$ cat src/rtl/raid6_pq_parity_core_macros.svh
// Assertion macros shared by the parity core modules.
// Depends on a clock named clk and a reset named rst in the using module.
`ifndef RAID6_PQ_PARITY_CORE_MACROS_SVH
`define RAID6_PQ_PARITY_CORE_MACROS_SVH

// Condition that must hold at every edge outside reset.
`define RPQ_ASSERT_HOLDS(lbl, cond, msg) \
  lbl: assert property (@(posedge clk) disable iff (rst) (cond)) else $error(msg);

// Same-cycle implication.
`define RPQ_ASSERT_IMPL(lbl, ante, cons, msg) \
  lbl: assert property (@(posedge clk) disable iff (rst) (ante) |-> (cons)) else $error(msg);

// Next-cycle implication.
`define RPQ_ASSERT_NEXT(lbl, ante, cons, msg) \
  lbl: assert property (@(posedge clk) disable iff (rst) (ante) |=> (cons)) else $error(msg);

`endif

$ cat src/rtl/rpq_pkg.sv
// Shared types, constants and the GF(2^8) multiply-by-x function.
// Used by every module of the parity core except rpq_ram; depends on nothing.
package rpq_pkg;

  localparam int MAX_STRIP_WORDS = 512;
  localparam int OFF_W           = $clog2(MAX_STRIP_WORDS);
  localparam int CNT_W           = OFF_W + 1;
  localparam int WORD_W          = 64;
  localparam int LANES           = WORD_W / 8;
  localparam int STRIPS_W        = 8;
  localparam int WORDS_W         = 10;
  localparam int POLY_W          = 8;
  localparam int CFG_DATA_W      = 10;
  localparam int CFG_IDX_W       = 2;
  localparam int QUEUE_DEPTH     = 4;
  localparam int QPTR_W          = $clog2(QUEUE_DEPTH);
  localparam int QCNT_W          = $clog2(QUEUE_DEPTH + 1);

  // Configuration register indexes.
  typedef enum logic [CFG_IDX_W-1:0] {
    REG_DATA_STRIPS = 2'd0,
    REG_STRIP_WORDS = 2'd1,
    REG_GF_POLY     = 2'd2
  } cfg_reg_t;

  localparam logic [STRIPS_W-1:0] DATA_STRIPS_RST = 8'd4;
  localparam logic [WORDS_W-1:0]  STRIP_WORDS_RST = 10'd512;
  localparam logic [POLY_W-1:0]   GF_POLY_RST     = 8'h1D;

  // One classified word on its way from the front to the back.
  typedef struct packed {
    logic [WORD_W-1:0] data;
    logic [OFF_W-1:0]  off;
    logic              first_strip;
    logic              last_strip;
    logic              last_word;
  } rpq_entry_t;

  // Multiply each byte lane by x in GF(2^8) with the given reduction byte.
  function automatic logic [WORD_W-1:0] times_x(input logic [WORD_W-1:0] w,
                                                input logic [POLY_W-1:0] poly);
    logic [WORD_W-1:0] r;
    r = '0;
    for (int i = 0; i < LANES; i++) begin
      r[i*8 +: 8] = {w[i*8 +: 7], 1'b0} ^ (w[i*8+7] ? poly : 8'h00);
    end
    return r;
  endfunction

endpackage

$ cat src/rtl/rpq_front.sv
// Front end: accepts data words, tracks offset and strip index, classifies each word.
// Depends on rpq_pkg.
module rpq_front (
  input  logic                           clk,
  input  logic                           rst,
  input  logic [rpq_pkg::STRIPS_W-1:0]   data_strips,
  input  logic [rpq_pkg::WORDS_W-1:0]    strip_words,
  input  logic                           data_valid,
  input  logic [rpq_pkg::WORD_W-1:0]     data_word,
  output logic                           data_stall,
  output logic                           push,
  output rpq_pkg::rpq_entry_t            push_entry,
  input  logic                           queue_full
);

  logic [rpq_pkg::OFF_W-1:0]    word_offset;
  logic [rpq_pkg::STRIPS_W-1:0] strip_index;
  logic [rpq_pkg::CNT_W-1:0]    off_inc;
  logic [rpq_pkg::WORDS_W-1:0]  words_eff;
  logic [rpq_pkg::STRIPS_W-1:0] strips_eff;
  logic [rpq_pkg::STRIPS_W:0]   strip_inc;
  logic                         last_word;
  logic                         last_strip;

  assign data_stall = queue_full;
  assign push       = data_valid && !queue_full;

  // A zero count acts as one; the offset counter cannot pass the store depth.
  assign words_eff  = (strip_words == '0) ? rpq_pkg::WORDS_W'(1) : strip_words;
  assign strips_eff = (data_strips == '0) ? rpq_pkg::STRIPS_W'(1) : data_strips;
  assign off_inc    = rpq_pkg::CNT_W'(word_offset) + 1'b1;
  assign strip_inc  = {1'b0, strip_index} + 1'b1;
  assign last_word  = (32'(off_inc) >= 32'(words_eff)) ||
                      (32'(off_inc) >= 32'(rpq_pkg::MAX_STRIP_WORDS));
  assign last_strip = (strip_inc >= {1'b0, strips_eff});

  always_comb begin
    push_entry.data        = data_word;
    push_entry.off         = word_offset;
    push_entry.first_strip = (strip_index == '0);
    push_entry.last_strip  = last_strip;
    push_entry.last_word   = last_word;
  end

  always_ff @(posedge clk) begin
    if (rst) begin
      word_offset <= '0;
      strip_index <= '0;
    end else if (push) begin
      if (last_word) begin
        word_offset <= '0;
        strip_index <= last_strip ? '0 : strip_inc[rpq_pkg::STRIPS_W-1:0];
      end else begin
        word_offset <= off_inc[rpq_pkg::OFF_W-1:0];
      end
    end
  end

endmodule

$ cat config.mk
export PLATFORM = sky130hd
export DESIGN_NAME = rpq_front
export DESIGN_NICKNAME = d
export VERILOG_FILES = /design/src/rtl/raid6_pq_parity_core_macros.svh /design/src/rtl/rpq_pkg.sv /design/src/rtl/rpq_front.sv
export SDC_FILE = /design/constraint.sdc
export NUM_CORES = 1
export LEC_CHECK = 0
export ABC_AREA = 1
export BUFFER_PORTS_ARGS = -buffer_cell sky130_fd_sc_hd__clkbuf_2
export CAP_MARGIN = 20
export CORE_UTILIZATION = 40
export CTS_CLUSTER_SIZE = 30
export DETAILED_ROUTE_END_ITERATION = 8
export GPL_ROUTABILITY_DRIVEN = 0
export PLACE_DENSITY = 0.87
export SLEW_MARGIN = 20
export SYNTH_ARGS = -nofsm -noshare
export SYNTH_HDL_FRONTEND = slang
export SYNTH_SLANG_ARGS = --single-unit
$ cat constraint.sdc
create_clock -name clk -period 2.9 [get_ports clk]
set_input_delay 0 -clock clk [delete_from_list [all_inputs] [get_ports clk]]
set_output_delay 0 -clock clk [all_outputs]
set_load 0.01 [all_outputs]
# Word level (Yosys, flattened, before mapping)
# Cells that the tools add are included.
# W data, S select, Z words.
dict set report word_totals {
  regBits 17
  in_bits 86
  word_cells 18
  output_inout_bits 78
}
dict set report op_classes {
  n_addsub 2
  order_cmp 3
  reduce_logical 7
  n_mux 4
}
# cell n
set ops {}
lappend ops {{$logic_not A8 Y1} 2}
lappend ops {{$mux W8} 2}
lappend ops {{$add A9 B1 Y10 const B} 1}
lappend ops {{$ge A10 B10 Y1} 1}
lappend ops {{$ge A10 B10 Y1 const B} 1}
lappend ops {{$logic_not A10 Y1} 1}
lappend ops {{$mux W10} 1}
lappend ops {{$add A8 B1 Y9 const B} 1}
lappend ops {{$ge A9 B8 Y1} 1}
lappend ops {{$mux W9} 1}
lappend ops {{$reduce_and A2 Y1} 1}
lappend ops {{$logic_and A1 B1 Y1} 1}
lappend ops {{$logic_not A1 Y1} 1}
lappend ops {{$logic_or A1 B1 Y1} 1}

# Depth between registers and ports, before layout
dict set report depth {
  depth_word 5
  mapped_depth 17
  mapped_depth_nobuf 17
}

# Worst setup path after synthesis
# No wires, ideal clock.
dict set report synth_path {
  kind {register to register}
  from {register word_offset[0] in the netlist's numbering}
  to {register strip_index[0] in the netlist's numbering}
  path_slack_ns 0.500
  t_required_ns 2.790
  setup_time_ns 0.110
  stages_incl_launch_ff 16
  arrival_ns 2.289
  path_cell_list {dfxtp_1 > ha_1 > nand3_1 > nor2_1 > nand3_1 > xor2_1 > ha_1 > nand2_2 > nor2_1 > nand3_1 > nand4_2 > nor2_8 > nor2_8 > nand2_1 > inv_1 > nor2_2}
}
dict set report synth_between {
  elab_chain_len 4
  word_cells_on_any_way 5
  cone_classes {add/sub (1); order compare (2); reduce/logical (2)}
}
# element line
set synth_lines {}
lappend synth_lines {{from (decl)} rpq_front.sv:16} ;# logic [rpq_pkg::OFF_W-1:0] word_offset;
lappend synth_lines {{from (signal assigned)} rpq_front.sv:54} ;# word_offset <= off_inc[rpq_pkg::OFF_W-1:0];
lappend synth_lines {{$add A9 B1 Y10 (*)} rpq_front.sv:31} ;# assign off_inc = rpq_pkg::CNT_W'(word_offset) + 1'b1;
lappend synth_lines {{$ge A10 B10 Y1 (on tied branches)} {rpq_front.sv:33, rpq_front.sv:34}}
lappend synth_lines {{$logic_or A1 B1 Y1 (*)} rpq_front.sv:33} ;# assign last_word = (32'(off_inc) >= 32'(words_eff)) ||
lappend synth_lines {{$reduce_and A2 Y1 (no source line) (*)} --}
lappend synth_lines {{to (signal assigned)} rpq_front.sv:52} ;# strip_index <= last_strip ? '0 : strip_inc[rpq_pkg::STRIPS_W-1:0];
lappend synth_lines {{to (decl)} rpq_front.sv:17} ;# logic [rpq_pkg::STRIPS_W-1:0] strip_index;
# Mark *: on every way between the ends. The rest lies on a longest branch, timed or not.
# A chain may end at the register's enable or synchronous reset.

# Worst setup path after layout
dict set report layout_path {
  from {register word_offset[1] in the netlist's numbering}
  to {register strip_index[0] in the netlist's numbering}
}
# The elaborated chain is that of the path after synthesis.

==> results.cfg <==
[sta]
tightest_slew_ns = 0.454
fmax_mhz = 387
hold_viol = 0
slew_viol_final = 0
slew-limit-headroom = 0.696
setup_viol = 0
fin_tns_setup_ns = 0
fin_worst_skew_ns = 0.00263
finalCriticalPeriod_ns = 2.59
setup_ws_ns = 0.314
rsz0062_at_grt = no
period_share = 0.892

[critical_path]
cp-start-kind = flip-flop
path_depth = 15
reg2regPathDepth = 15
critPathMaxFanout = 10
cp_slowest_stage_delay_ns = 0.40
crit_buf_inv = 1
crit_type = flip-flop to flip-flop
path_cells = ha_1 -> nand3_1 -> nor2_1 -> nand3_1 -> xor2_1 -> ha_1 -> nand2_2 -> nor2_1 -> nand3_1 -> nand4_2 -> nor2_8 -> nor2_8 -> nand2_1 -> inv_1 -> nor2_2
cp-end-kind = flip-flop
cpLargestDelayFamily = simple AND/OR/NAND/NOR gates
cp_data_arrival_time_ns = 2.73
cp_slowest_cell = dfxtp_1
cpMostUsedCell = nand3_1
crit_required_ns = 3.05

[logic_synthesis]
ys_types = 32
syn_area_sq_um = 2220
synth_top_area_cell = buf_4
synth_top_cell_area_share = 0.227
syn_avg_cell_area_sq_um = 6.86
syn_inst = 323
synth_area_leaders = buf_4 (23%), dfxtp_1 (15%), ha_1 (12%)
synth_nets = 430
synth-seq-cells = 17
yosysWarnings = 0
yosysSeqAreaShare = 0.153

[cts]
root_buffer = clkbuf_8
hold_buffers = 0
clockBufferDepth = 2
worstSkewPairLatency_ns = 0.25
cts_max_level = 1
postCtsSetupRepairBufs = 0
cts_buffers = 3
cts.repair.resized = 0
clk_pin_slew_worst_paths_ns = 0.06
tritoncts = yes
cts_sinks = 17

[run_status]
outcome = finished, final reports clean

[grt]
grt_pass1_wl_um = 6910
grt_max_degree = 13
antenna_found_initial = 0
grt_pass1_vias = 1729
grt_overflow_total = 0
track_usage = 0.140

[route]
firstDrtPassIters = 5
drt_iter0_markers = 63
wl_per_cell_um = 11.2
routed_wirelength_um = 4080
via_per_inst = 4.76
drc_errors = 0
postRouteAntennaNets = 0
via_count = 1736

[floorplan]
initial_core_util = 0.423
ios = 164
dieArea_sq_um = 5840
die_w_um = 76.5
core_area_sq_um = 5240
die_h_um = 76.5
row_count = 26

[layout]
fillers = 501
mostFrequentLayoutCell = nand2_1
area_growth_pct = -8.46
mostFrequentLayoutCells = nand2_1 (65), inv_1 (53), clkbuf_2 (35)
layout-drive-gt1-share = 0.251
fin_area_sq_um = 2030
finalCoreUtilization = 0.387
fin_nets = 403
antenna_cells = 0

[run]
drv_cap = 0

[placed_design]
dp_worst_setup_slack_ns = 0.336
place.detailed.hpwl_um = 3470
io_buffers = 35
placed_cell_area_sq_um = 1980

[power_and_ir_drop]
cellPowerDensity_nw_per_um2 = 238
leakage_nw = 1.20
ir_worst_vdd_v = 0.000171

[hold_path]
min_path_type = primary input to primary output
hold_depth = 0
==> worst paths after layout <==
| check | startpoint | endpoint | slack [ns] |
|---|---|---|---|
| worst max register to register | word_offset[1] | strip_index[0] | 0.31 |
| worst min register to register | word_offset[4] | word_offset[4] | 0.49 |
| worst max-delay path | word_offset[1] | strip_index[0] | 0.31 |
| worst min-delay path | data_word[34] | push_entry[46] | 0.000004 |
==> state kept, by name (all words and copies together) (netlist names) <==
register	flops
strip_index	8
word_offset	9
==> report_power, final <==
part | total (mW) | internal (mW) | leakage (nW) | switching (mW)
clock network | 0.170 | 0.0951 | 0.0255 | 0.0746
registers | 0.237 | 0.235 | 0.137 | 0.00153
logic | 0.0761 | 0.0308 | 1.04 | 0.0452
total | 0.483 | 0.361 | 1.20 | 0.121
==> layout make-up <==
type                            count  area (sq um)  share of cell area
Sequential cell                    17           340               0.168
Clock buffer                        3          41.3              0.0203
Timing Repair Buffer               37           190              0.0937
Inverter                           59           223               0.110
Multi-Input combinational cell    178          1140               0.563
Clock inverter                      1          5.00             0.00247
Tap cell                           70          87.6              0.0432
==> logic make-up after synthesis <==
family,after synthesis,synth area share
buffers and inverters,128,0.331
XOR/XNOR,12,0.0508
adder cells (fa/ha/maj),21,0.119
AND/OR/NAND/NOR,126,0.292
AO/OA/AOI/OAI,19,0.0536
flip-flops,17,0.154
==> cell usage after synthesis <==
| library cell | n |
|---|---|
| buf_2 | 1 |
| nand2_2 | 5 |
| nor3_2 | 1 |
| nand3_1 | 22 |
| nor2_1 | 10 |
| a21oi_1 | 12 |
| clkbuf_1 | 1 |
| nand2_4 | 1 |
| nor3_4 | 1 |
| dfxtp_1 | 17 |
| buf_4 | 67 |
| nor2_2 | 7 |
| nand2_1 | 65 |
| ha_1 | 21 |
| inv_1 | 53 |
| clkinv_1 | 1 |
| nand3_2 | 3 |
| nor2_4 | 1 |
| a21oi_2 | 2 |
| o21ai_0 | 1 |
| a31o_2 | 1 |
| inv_2 | 4 |
| nand4_2 | 2 |
| clkinv_2 | 1 |
| nand4_1 | 2 |
| xor2_1 | 11 |
| a31oi_2 | 1 |
| nor2_8 | 2 |
| nor4_1 | 4 |
| o21ai_1 | 1 |
| a41o_1 | 1 |
| xnor2_2 | 1 |
==> worst register-to-register path: cells and delay by family, from the launching register on <==
kind	cells	cell delay, ns
xor+xnor	1	0.18
fa+ha+maj	2	0.52
buf+inv	1	0.08
flops	1	0.40
simple gates	11	1.32
==> routing by layer <==
metal  vias to the layer above  track usage  share of wire
li1                        884            -              -
met1                       787        0.156           0.43
met2                        53        0.240           0.47
met3                        12       0.0479          0.075
met4                         0       0.0635          0.015
met5                         -            0              0
==> per-stage QoR <==
stage / total power, mW / hold WS, ns / std cells
floorplan: 0.378 / 0.0918 / 323
global placement: 0.315 / 0.0000686 / 361
detailed placement: 0.318 / 0.0000686 / 361
CTS: 0.488 / 0.0000686 / 365
global route: 0.510 / 0.0000144 / 365
finish: 0.483 / 0.00000389 / 365
(Power assumes the default switching activity.)
