File: config.mk
export PLATFORM = sky130hd
export DESIGN_NAME = rpq_queue
export DESIGN_NICKNAME = d
export VERILOG_FILES = /design/src/rtl/rpq_pkg.sv /design/src/rtl/rpq_queue.sv
export VERILOG_INCLUDE_DIRS = /design/src /design/src/rtl
export SDC_FILE = /design/constraint.sdc
export NUM_CORES = 1
export LEC_CHECK = 0
export BUFFER_PORTS_ARGS = -buffer_cell sky130_fd_sc_hd__buf_2
export CAP_MARGIN = 5
export CORE_ASPECT_RATIO = 1.2
export CORE_MARGIN = 2
export CORE_UTILIZATION = 42
export DETAILED_ROUTE_END_ITERATION = 6
export GPL_TIMING_DRIVEN = 1
export HOLD_SLACK_MARGIN = 0.06
export PLACE_DENSITY = 0.75
export SLEW_MARGIN = 10
export SYNTH_ARGS = -nofsm -noshare
export SYNTH_HDL_FRONTEND = slang
export SYNTH_SLANG_ARGS = --single-unit
File: constraint.sdc
create_clock -name clk -period 3.41 [get_ports clk]
set_input_delay 0.682 -clock clk [delete_from_list [all_inputs] [get_ports clk]]
set_output_delay 0.682 -clock clk [all_outputs]
set_load 0.05 [all_outputs]
File: src/rtl/raid6_pq_parity_core_macros.svh
// Assertion macros shared by the parity core modules.
// Depends on a clock named clk and a reset named rst in the using module.
`ifndef RAID6_PQ_PARITY_CORE_MACROS_SVH
`define RAID6_PQ_PARITY_CORE_MACROS_SVH

// Condition that must hold at every edge outside reset.
`define RPQ_ASSERT_HOLDS(lbl, cond, msg) \
  lbl: assert property (@(posedge clk) disable iff (rst) (cond)) else $error(msg);

// Same-cycle implication.
`define RPQ_ASSERT_IMPL(lbl, ante, cons, msg) \
  lbl: assert property (@(posedge clk) disable iff (rst) (ante) |-> (cons)) else $error(msg);

// Next-cycle implication.
`define RPQ_ASSERT_NEXT(lbl, ante, cons, msg) \
  lbl: assert property (@(posedge clk) disable iff (rst) (ante) |=> (cons)) else $error(msg);

`endif

File: src/rtl/rpq_pkg.sv
// Shared types, constants and the GF(2^8) multiply-by-x function.
// Used by every module of the parity core except rpq_ram; depends on nothing.
package rpq_pkg;

  localparam int MAX_STRIP_WORDS = 512;
  localparam int OFF_W           = $clog2(MAX_STRIP_WORDS);
  localparam int CNT_W           = OFF_W + 1;
  localparam int WORD_W          = 64;
  localparam int LANES           = WORD_W / 8;
  localparam int STRIPS_W        = 8;
  localparam int WORDS_W         = 10;
  localparam int POLY_W          = 8;
  localparam int CFG_DATA_W      = 10;
  localparam int CFG_IDX_W       = 2;
  localparam int QUEUE_DEPTH     = 4;
  localparam int QPTR_W          = $clog2(QUEUE_DEPTH);
  localparam int QCNT_W          = $clog2(QUEUE_DEPTH + 1);

  // Configuration register indexes.
  typedef enum logic [CFG_IDX_W-1:0] {
    REG_DATA_STRIPS = 2'd0,
    REG_STRIP_WORDS = 2'd1,
    REG_GF_POLY     = 2'd2
  } cfg_reg_t;

  localparam logic [STRIPS_W-1:0] DATA_STRIPS_RST = 8'd4;
  localparam logic [WORDS_W-1:0]  STRIP_WORDS_RST = 10'd512;
  localparam logic [POLY_W-1:0]   GF_POLY_RST     = 8'h1D;

  // One classified word on its way from the front to the back.
  typedef struct packed {
    logic [WORD_W-1:0] data;
    logic [OFF_W-1:0]  off;
    logic              first_strip;
    logic              last_strip;
    logic              last_word;
  } rpq_entry_t;

  // Multiply each byte lane by x in GF(2^8) with the given reduction byte.
  function automatic logic [WORD_W-1:0] times_x(input logic [WORD_W-1:0] w,
                                                input logic [POLY_W-1:0] poly);
    logic [WORD_W-1:0] r;
    r = '0;
    for (int i = 0; i < LANES; i++) begin
      r[i*8 +: 8] = {w[i*8 +: 7], 1'b0} ^ (w[i*8+7] ? poly : 8'h00);
    end
    return r;
  endfunction

endpackage

File: src/rtl/rpq_queue.sv
// Short register queue between the front and back of the parity core.
// Depends on rpq_pkg and the assertion macro header.
`include "raid6_pq_parity_core_macros.svh"

module rpq_queue (
  input  logic                clk,
  input  logic                rst,
  input  logic                push,
  input  rpq_pkg::rpq_entry_t push_entry,
  output logic                full,
  input  logic                pop,
  output logic                head_valid,
  output rpq_pkg::rpq_entry_t head
);

  rpq_pkg::rpq_entry_t               entries [rpq_pkg::QUEUE_DEPTH];
  logic [rpq_pkg::QPTR_W-1:0]        wr_ptr;
  logic [rpq_pkg::QPTR_W-1:0]        rd_ptr;
  logic [rpq_pkg::QCNT_W-1:0]        count;
  logic                              do_push;
  logic                              do_pop;

  assign full       = (count == rpq_pkg::QCNT_W'(rpq_pkg::QUEUE_DEPTH));
  assign head_valid = (count != '0);
  assign head       = entries[rd_ptr];
  assign do_push    = push && !full;
  assign do_pop     = pop && head_valid;

  always_ff @(posedge clk) begin
    if (rst) begin
      wr_ptr <= '0;
      rd_ptr <= '0;
      count  <= '0;
    end else begin
      if (do_push) begin
        wr_ptr <= wr_ptr + 1'b1;
      end
      if (do_pop) begin
        rd_ptr <= rd_ptr + 1'b1;
      end
      if (do_push && !do_pop) begin
        count <= count + 1'b1;
      end else if (do_pop && !do_push) begin
        count <= count - 1'b1;
      end
    end
  end

  always_ff @(posedge clk) begin
    if (do_push) begin
      entries[wr_ptr] <= push_entry;
    end
  end

  `RPQ_ASSERT_HOLDS(a_q_count_bound, count <= rpq_pkg::QCNT_W'(rpq_pkg::QUEUE_DEPTH), "queue count overflow")
  `RPQ_ASSERT_IMPL(a_q_no_push_full, push, !full, "push offered while queue full")
  `RPQ_ASSERT_NEXT(a_q_pop_drains, do_pop && !do_push, count == $past(count) - 1'b1, "pop did not drain")

endmodule

* Word level (Yosys, flattened, before mapping)
Memory sizes are Yosys's and may differ from the RTL's. A register that Yosys moved wholly into a read port is not among the register bits.
Index checks and enable logic that the tools add are counted.
** Storage, ports and cells
- Bits in registers :: 7
- Bits in writable memories :: 304
- Input port bits :: 80
- Output and inout port bits :: 78
- Logic and storage cells :: 24
- Memories kept :: 1
** Operators by class
- Add/subtract/negate cells :: 4
- Equal/unequal tests :: 1
- Muxes and demuxes :: 6
- Reduce and logical (&&, ||, !) cells :: 9
** Memories
- entries :: depth 4, bits a word 76, read ports 1, clocked after memory_dff 1, write ports 1, line rpq_queue.sv:16 : rpq_pkg::rpq_entry_t entries [rpq_pkg::QUEUE_DEPTH];
** Operators with widths (count)
- 3-bit 2-to-1 mux :: 2
- 2-bit by 1-bit adder with 2-bit output, second input constant :: 2
- 1-bit logical AND :: 4
- 2-bit 2-to-1 mux :: 2
- 3-bit by 1-bit adder with 3-bit output, second input constant :: 1
- 3-bit == test, second input constant :: 1
- 1-bit zero test :: 3
- 3-bit nonzero test :: 1
- 3-bit by 1-bit subtractor with 3-bit output, second input constant :: 1
- 1-bit 2-to-1 mux :: 2
- 2-bit nonzero test :: 1

* Depth between registers and ports, before layout
Gate-level depths: netlist of the first run.
- Depth after elaboration :: 7
- Depth in mapped cells :: 8
- Gate-level depth less buffers :: 8

* Worst setup path after synthesis of the first run
OpenSTA, ideal clock, no wires.
- Path kind :: register -> register
- From :: register count[2] (netlist name)
- To :: memory entries[0][0] (netlist name), enable pin
- Setup time :: 0.600 ns
- Arrival time :: 2.992 ns
- Data required time :: 2.810 ns
- Path slack :: -0.182 ns
- Stages on the path, launching flop included :: 4
- Path buffers :: 0
- Clock period less this slack :: 3.592 ns
- Path through :: dfxtp_1 > nor3b_1 > nor2_1 > and2_1
** Between the ends
- Cells in the longest elaborated chain, start to end :: 5
** Ends and longest elaborated chain
- start: declaration :: line rpq_queue.sv:19 : logic [rpq_pkg::QCNT_W-1:0] count;
- start signal: assignment :: line rpq_queue.sv:42 : count <= count + 1'b1;
- start signal: assignment :: line rpq_queue.sv:44 : count <= count - 1'b1;
- 3-bit == test :: line rpq_queue.sv:23 : assign full = (count == rpq_pkg::QCNT_W'(rpq_pkg::QUEUE_DEPTH));
- via full :: line rpq_queue.sv:10 : output logic full,
- 1-bit zero test :: line rpq_queue.sv:26 : assign do_push = push && !full;
- 1-bit logical AND :: line rpq_queue.sv:26
- via do_push :: line rpq_queue.sv:20 : logic do_push;
- 1-bit 2-to-1 mux :: line rpq_queue.sv:50 : if (do_push) begin
- 1-bit 2-to-1 mux (implied by the code) :: line rpq_queue.sv:51 : entries[wr_ptr] <= push_entry;
- end: declaration :: line rpq_queue.sv:16
The timed path passes the listed nets, and every way through them passes these cells.

==> run_results.csv, run 1 <==
group,metric,value,unit
outcome,outcome,"completed",
sta,tns,0,ps
routing,drc,0,
placed_design,gp_congestion,0.699,
critical_path,start_kind,"register",
run,maxCapViolations,0,
grt,grt.overflow.total,0,
logic_synthesis,yosysUniqueCellTypes,23,
logic_synthesis,synthesis.nets,531,
logic_synthesis,synth_top_area_share,0.796,
floorplanning,die_area,28700,um^2
logic_synthesis,synth_top_area_cell,"edfxtp_1",
hold_path,hp-class,"in -> reg",
critical_path,arrival,2190,ps
logic_synthesis,ys_warn_count,0,
routing,drt_first_pass_iters,4,
grt,grt_pass1_wl,31.1,mm
logic_synthesis,avgSynthCellArea,25.8,um^2
final_layout,stdcell_area,13700,um^2
sta,rsz0062_at_grt,"false",
clocking,post-cts-setup-buffers,0,
critical_path,path_class,"reg -> out",
power,power.density,851,nW/um^2
critical_path,cp.required,2730,ps
sta,tightest_slew,539,ps
critical_path,ff2ff_setup_slack,1100,ps
routing,dr.first_iter.drc_count,241,
final_layout,nFillCells,2071,
grt,grt_usage,0.142,
power,leakage,0.00461,uW
final_layout,ff_latch_area,9320,um^2
routing,wire_per_inst,20.4,um
sta,relSlewSlack,0.641,
floorplanning,num_io_pins,158,
grt,grt_pass1_vias,5642,
clocking,holdBufCountCts,0,
sta,min_period,2870,ps
final_layout,multi_input_comb_area,1990,um^2
placed_design,io_buffers,157,
routing,post_drt_via_cell_ratio,5.17,
logic_synthesis,synth_area,11500,um^2
sta,fmax,348,MHz
sta,finalClockSkew,15.8,ps
logic_synthesis,seq_area_frac_synth,0.812,
floorplanning,initial_core_util,0.425,
critical_path,crit_path_end_kind,"output pin",
clocking,ctsResizeCount,0,
placed_design,post_dp_cell_area,12700,um^2
clocking,insertion_delay,540,ps
floorplanning,core,27000,um^2
sta,slew_violations,0,
logic_synthesis,synthTopCellsByArea,"edfxtp_1 (80%), mux4_2 (15%), dfxtp_1 (1.6%)",
critical_path,rr_startpoint,"count[0]$_SDFFE_PP0P_",
power,peakVddDrop,0.557,mV
routing,ant_nets,0,
grt,grt_max_degree,44,
hold_path,hold_start,"push_entry[42]",
routing,num_vias,5131,
clocking,cts_root_buffer,"clkbuf_16",
sta,period_share,0.843,
routing,wl,20.3,mm
placed_design,dp_hpwl,12.7,mm
grt,antenna_found_initial,2,
critical_path,cp_max_fo,20,
clocking,cts_sinks,313,
floorplanning,die_w,155,um
floorplanning,die_h,185,um
clocking,cts_buffers,31,
logic_synthesis,ys_ff_latch,313,
clocking,cts_tree,"built",
logic_synthesis,syn_inst,445,
sta,setup_viol,0,
clocking,h-tree-depth,1,
sta,hold_viol,0,
clocking,clk_path_buf_depth,3,
final_layout,syn2layout_area_growth,19.7,%
clocking,cts.clk_slew.worst_paths,60,ps
floorplanning,fp-row-count,66,
final_layout,drive_gt1_frac,0.457,
final_layout,nets,715,
==> metal layers <==
metal / up-vias / wire length (um) / GRT usage
met5: - / 16 / 0
met4: 2 / 354 / 0.0363
met3: 29 / 1420 / 0.0365
met2: 157 / 10900 / 0.264
met1: 2671 / 7600 / 0.165
li1: 2272 / - / -
==> cell families (layout without fill, tap and decap cells) <==
logic type      Yosys count  after routing  synth area share
flops                   313            313             0.812
mux                      78             78             0.151
buf+inv                  22            229            0.0165
simple gates             16             16           0.00753
fa+ha+maj                 6              6           0.00720
compound gates            6              6           0.00316
xor+xnor                  4              4           0.00305
other cells               0              1                 0
==> worst max-delay path: stages, from the launching register on <==
cell and delay, ps:
dfxtp_4 440, buf_4 390, mux4_2 570, buf_2 230
==> path summary, 6_finish.rpt <==
kind	endpoint	depth (start not counted)
setup / recovery	head[33]	3
hold / removal	entries[3][42]$_DFFE_PP_	1
hold reg to reg	rd_ptr[1]$_SDFFE_PP0P_	2
setup reg to reg	count[2]$_SDFFE_PP0P_	8
==> stage by stage <==
stage	util	setup WS (ps)	std cells	hold WS, ps	power [uW]
6_report	0.508	537	993	355	11700
5_1_grt	0.508	383	992	323	12200
4_1_cts	0.508	447	992	323	11800
3_5_place_dp	0.470	843	936	519	8450
3_3_place_gp	0.470	931	936	489	8380
2_1_floorplan	-	172	445	482	7750
==> flip-flops by register name, indices dropped and copies added, names as in the netlist, named ones only <==
| signal | flops |
|---|---|
| entries | 304 |
| rd_ptr | 2 |
| wr_ptr | 2 |
| count | 3 |
==> report_power, final <==
| part | leakage (uW) | switching, uW | internal [uW] |
|---|---|---|---|
| combinational | 0.00124 | 2430 | 1110 |
| clock | 0.000507 | 1320 | 2040 |
| sequential | 0.00286 | 153 | 4630 |
==> layout make-up <==
type | instances | area share
flip-flops and latches | 313 | 0.679
clock buffers | 35 | 0.0576
well taps | 340 | 0.0310
inverters | 4 | 0.00109
diodes | 1 | 0.000182
repair buffers | 169 | 0.0693
multi-input cells | 110 | 0.145
clock inverters | 21 | 0.0173
==> cell usage in the layout (no fill, tap or decap), drive strengths merged, types with 4 or more instances in the layout <==
cell type / synthesis / routed
and2: 4 / 4
buf: 17 / 169
bufinv: 0 / 5
clkbuf: 1 / 35
clkinv: 0 / 15
dfxtp: 9 / 9
edfxtp: 304 / 304
ha: 5 / 5
inv: 4 / 5
mux4: 76 / 76
nor2: 6 / 6
xor2: 4 / 4
==> synthesized netlist by cell type <==
master / count
a21oi_1: 2
and2_1: 4
buf_1: 3
buf_12: 5
buf_2: 5
buf_4: 3
buf_6: 1
clkbuf_1: 1
dfxtp_1: 9
edfxtp_1: 304
fa_1: 1
ha_1: 5
inv_1: 4
mux2i_1: 2
mux4_2: 76
nand2b_1: 2
nor2_1: 6
nor3b_1: 1
o21ai_0: 2
o311ai_0: 1
o31ai_1: 1
or3_1: 3
xor2_1: 4
Power figures use the tool's default switching activity.
==> run 2, diff against run 1 <==
PLACE_DENSITY = 0.72   (was 0.75)
clock period = 2.7 ns   (was 3.41 ns; I/O delays follow)
==> run 2 against run 1 <==
- final cell count up 0.20%
- register-to-register slack worse by 640 ps
- clock skew about the same
- die area unchanged
- critical path type unchanged
- largest cell class unchanged
==> run_results.csv, run 2 (synthesis results as in run 1) <==
group,metric,value,unit
clocking,cts_sinks,313,
routing,post_drt_via_cell_ratio,5.18,
sta,hold_viol,0,
floorplanning,num_io_pins,158,
clocking,ctsResizeCount,0,
routing,num_vias,5157,
placed_design,gp_congestion,0.666,
sta,tightest_slew,549,ps
clocking,cts_buffers,30,
sta,relSlewSlack,0.634,
routing,wl,20.4,mm
clocking,cts_tree,"built",
sta,slew_violations,0,
placed_design,io_buffers,157,
power,power,14500,uW
grt,grt_usage,0.144,
grt,grt.overflow.total,0,
floorplanning,core,27000,um^2
routing,ant_nets,0,
sta,min_period,2560,ps
floorplanning,die_area,28700,um^2
routing,dr.first_iter.drc_count,263,
sta,finalClockSkew,15.6,ps
placed_design,dp_hpwl,12.6,mm
run,maxCapViolations,0,
routing,wire_per_inst,20.5,um
grt,grt_pass1_wl,31.6,mm
grt,grt_pass1_vias,5643,
final_layout,nFillCells,2122,
routing,drc,0,
final_layout,largest_reg_flops,304,
final_layout,syn2layout_area_growth,19.3,%
routing,drt_first_pass_iters,6,
final_layout,top_regs,"entries (304), count (3)",
final_layout,drive_gt1_frac,0.460,
sta,tns,0,ps
final_layout,utilization,0.507,
critical_path,cp_max_fo,10,
placed_design,pre_cts_ws,467,ps
clocking,cts_root_buffer,"clkbuf_16",
sta,holdWs,199,ps
clocking,post-cts-setup-buffers,1,
final_layout,nets,716,
floorplanning,initial_core_util,0.425,
hold_path,holdPathStages,1,
sta,fmax,391,MHz
grt,grt_max_degree,77,
floorplanning,die_h,185,um
clocking,h-tree-depth,1,
final_layout,multi_input_comb_area,1990,um^2
critical_path,crit_path_end_kind,"output pin",
critical_path,start_kind,"register",
critical_path,r2r_cells,7,
critical_path,path_class,"reg -> out",
final_layout,mostFrequentLayoutCells,"edfxtp_1 (304), buf_2 (157), mux4_2 (76)",
critical_path,rr_startpoint,"count[0]$_SDFFE_PP0P_",
hold_path,hold_start,"push_entry[13]",
final_layout,regMostFlops,"entries",
power,leakage,0.00458,uW
hold_path,hp-class,"in -> reg",
power,peakVddDrop,0.719,mV
sta,setup_viol,0,
power,power.density,1060,nW/um^2
final_layout,ff_latch_area,9320,um^2
grt,antenna_found_initial,2,
sta,finalWorstSetupSlack,144,ps
outcome,outcome,"completed",
sta,rsz0062_at_grt,"false",
floorplanning,fp-row-count,66,
clocking,cts.clk_slew.worst_paths,60,ps
critical_path,cp.required,2160,ps
critical_path,arrival,2020,ps
clocking,clk_path_buf_depth,3,
final_layout,layout_commonest_cell,"edfxtp_1",
floorplanning,die_w,155,um
sta,period_share,0.947,
clocking,holdBufCountCts,0,
clocking,insertion_delay,560,ps
[run 2: worst paths after layout]
check	to	slack [ps]
worst max register to register	count[2]$_SDFFE_PP0P_	460
worst min-delay path	entries[2][13]$_DFFE_PP_	200
worst min register to register	wr_ptr[1]$_SDFFE_PP0P_	530
worst max-delay path	head[75]	140
[run 2: per-layer routing]
layer	global-route usage	share of wire	vias to the layer above
li1	-	-	2280
met1	0.173	0.39	2684
met2	0.261	0.53	145
met3	0.0318	0.057	44
met4	0.0437	0.026	4
met5	0	0.0014	-
[run 2: stage by stage]
stage	instances	cell area [um^2]
after floorplan	445	11500
after global placement	937	12700
after detailed placement	937	12700
after CTS	994	13700
after global routing	994	13700
final	995	13700
[run 2: power breakdown]
group | switching (uW) | internal (uW)
logic | 3140 | 1460
registers | 144 | 5840
clock network | 1710 | 2230
[run 2: area by class of cell]
class	instances	area share
Antenna cell	1	0.000183
Clock buffer	33	0.0557
Clock inverter	23	0.0134
Inverter	4	0.00110
Multi-Input combinational cell	110	0.145
Sequential cell	313	0.681
Tap cell	340	0.0311
Timing Repair Buffer	171	0.0724
[run 2: critical path, cell delays in order (launching register included)]
cell,delay (ps)
dfxtp_4,410
buf_4,250
mux4_2,580
buf_2,240
==> run 3, diff against run 2 <==
SETUP_SLACK_MARGIN = 0.5   (was default)
==> run 3 against run 2 <==
- wire length is 7.5% higher
- core utilization is 3.1 points higher
- first-iteration DRC count is 10% lower
- count of clock-buffer cells in the layout is 4 higher
- via count is 2.6% higher
- maximum frequency is 1.4% higher
- total power is 8.5% higher
- clock skew is 7.9 ps lower
- critical path depth is 1 higher
- non-clock buffer count is 19 higher
- register-to-register slack better by 220 ps
- design area is 6.0% higher
- critical endpoint is now head[56]
- largest cell class unchanged
- highest routed layer unchanged
==> run_results.csv, run 3 (synthesis results as in run 1) <==
group,metric,value,unit
sta,rsz0062_at_grt,"true",
hold_path,holdPathStages,1,
final_layout,nFillCells,2002,
floorplanning,core,27000,um^2
placed_design,io_buffers,157,
sta,finalClockSkew,7.67,ps
clocking,cts.clk_slew.worst_paths,60,ps
placed_design,dp_hpwl,12.4,mm
floorplanning,die_h,185,um
clocking,cts_tree,"built",
critical_path,arrival,1980,ps
routing,post_drt_via_cell_ratio,5.22,
sta,period_share,0.933,
grt,grt_pass1_wl,31.9,mm
clocking,cts_root_buffer,"clkbuf_16",
grt,grt_max_degree,46,
critical_path,start_kind,"register",
floorplanning,die_area,28700,um^2
routing,wire_per_inst,21.7,um
final_layout,syn2layout_area_growth,26.5,%
sta,slew_violations,0,
run,maxCapViolations,0,
power,seq_power_share,0.381,
routing,dr.first_iter.drc_count,236,
grt,grt_pass1_vias,5688,
power,p_int,10500,uW
floorplanning,fp-row-count,66,
final_layout,regMostFlops,"entries",
outcome,outcome,"completed",
power,peakVddDrop,0.666,mV
routing,drc,0,
power,power.share.switching,0.334,
final_layout,mostFrequentLayoutCells,"edfxtp_1 (304), buf_6 (82), buf_2 (81)",
power,p_comb_frac,0.373,
clocking,insertion_delay,540,ps
sta,fmax,397,MHz
clocking,holdBufCountCts,0,
final_layout,layout_commonest_cell,"edfxtp_1",
sta,setup_viol,0,
clocking,h-tree-depth,1,
routing,ant_nets,0,
critical_path,crit_path_end_kind,"output pin",
power,clockPowerShare,0.246,
clocking,cts_buffers,30,
clocking,clk_path_buf_depth,3,
critical_path,rr_startpoint,"count[1]$_SDFFE_PP0P_",
grt,antenna_found_initial,2,
placed_design,gp_congestion,0.686,
floorplanning,initial_core_util,0.425,
final_layout,ff_latch_area,9320,um^2
routing,drt_first_pass_iters,5,
power,p_switching,5250,uW
hold_path,hold_start,"push_entry[50]",
power,leakage,0.00490,uW
grt,grt_usage,0.146,
routing,wl,22.0,mm
routing,num_vias,5291,
final_layout,multi_input_comb_area,2010,um^2
hold_path,hp-class,"in -> reg",
final_layout,drive_gt1_frac,0.478,
final_layout,top_regs,"entries (304), count (3)",
critical_path,ff2ff_setup_slack,680,ps
clocking,cts_sinks,313,
sta,min_period,2520,ps
sta,relSlewSlack,0.673,
critical_path,cp_max_fo,8,
final_layout,nets,735,
power,power.density,1090,nW/um^2
final_layout,largest_reg_flops,304,
critical_path,path_class,"reg -> out",
critical_path,r2r_cells,7,
critical_path,cp.required,2160,ps
floorplanning,num_io_pins,158,
sta,tns,0,ps
sta,hold_viol,0,
grt,grt.overflow.total,0,
sta,tightest_slew,491,ps
sta,holdWs,212,ps
floorplanning,die_w,155,um
==> run 3: cell count changes in the layout (fill, tap and decap cells not counted), moves of 3 or more <==
cell | previous run | this run
clkbuf_16 | 30 | 35
buf_2 | 157 | 81
buf_6 | 0 | 82
buf_16 | 0 | 5
clkbuf_1 | 3 | 6
==> run 3: stage by stage <==
| step | util | worst slack, ps | power (uW) | cell area, um^2 | std cells |
|---|---|---|---|---|---|
| 6_report | 0.537 | 180 | 15700 | 14500 | 1013 |
| 3_3_place_gp | 0.471 | 521 | 10600 | 12700 | 938 |
| 5_1_grt | 0.537 | 115 | 16400 | 14500 | 1012 |
| 2_1_floorplan | - | 387 | 9780 | 11500 | 445 |
| 4_1_cts | 0.516 | 93.2 | 15000 | 13900 | 1001 |
| 3_5_place_dp | 0.471 | 501 | 10700 | 12700 | 938 |
==> run 3: repair_timing <==
| item | in CTS | in global routing |
|---|---|---|
| setup endpoints to repair | 76 | 77 |
| endpoints found under the hold margin | 0 | 0 |
| gates resized for setup | 47 | 191 |
| gates cloned | 2 | 6 |
| setup buffers | 6 | 5 |
==> run 3: critical path, stage by stage, from the launching register on <==
cell	delay (ps)
dfxtp_4	400
buf_6	150
buf_16	150
mux4_2	550
buf_6	180
==> run 3: path summary, 6_finish.rpt <==
kind	end
max	head[56]
min reg2reg	rd_ptr[0]$_SDFFE_PP0P_
max reg2reg	count[2]$_SDFFE_PP0P_
min	entries[3][50]$_DFFE_PP_
==> run 3: layout make-up <==
cell class                      instances  share of cell area
Timing Repair Buffer                  190               0.126
Inverter                                4             0.00103
Clock inverter                         18             0.00819
Sequential cell                       313               0.642
Tap cell                              340              0.0293
Multi-Input combinational cell        110               0.138
Antenna cell                            1            0.000172
Clock buffer                           37              0.0550
==> run 3: power groups by stage <==
stage	Combinational, uW	Clock (uW)	Sequential [uW]
finish	5870	3870	6010
global route	6130	4180	6040
CTS	5000	3970	6000
detailed placement	4570	0	6150
global placement	4530	0	6100
floorplan	3750	0	6040
==> run 3: per-layer routing <==
metal | track usage | share of wire | vias to the layer above
li1 | - | - | 2314
met1 | 0.181 | 0.38 | 2761
met3 | 0.0365 | 0.061 | 36
met4 | 0.0378 | 0.018 | 2
met5 | 0 | 0.00050 | -
met2 | 0.257 | 0.53 | 178
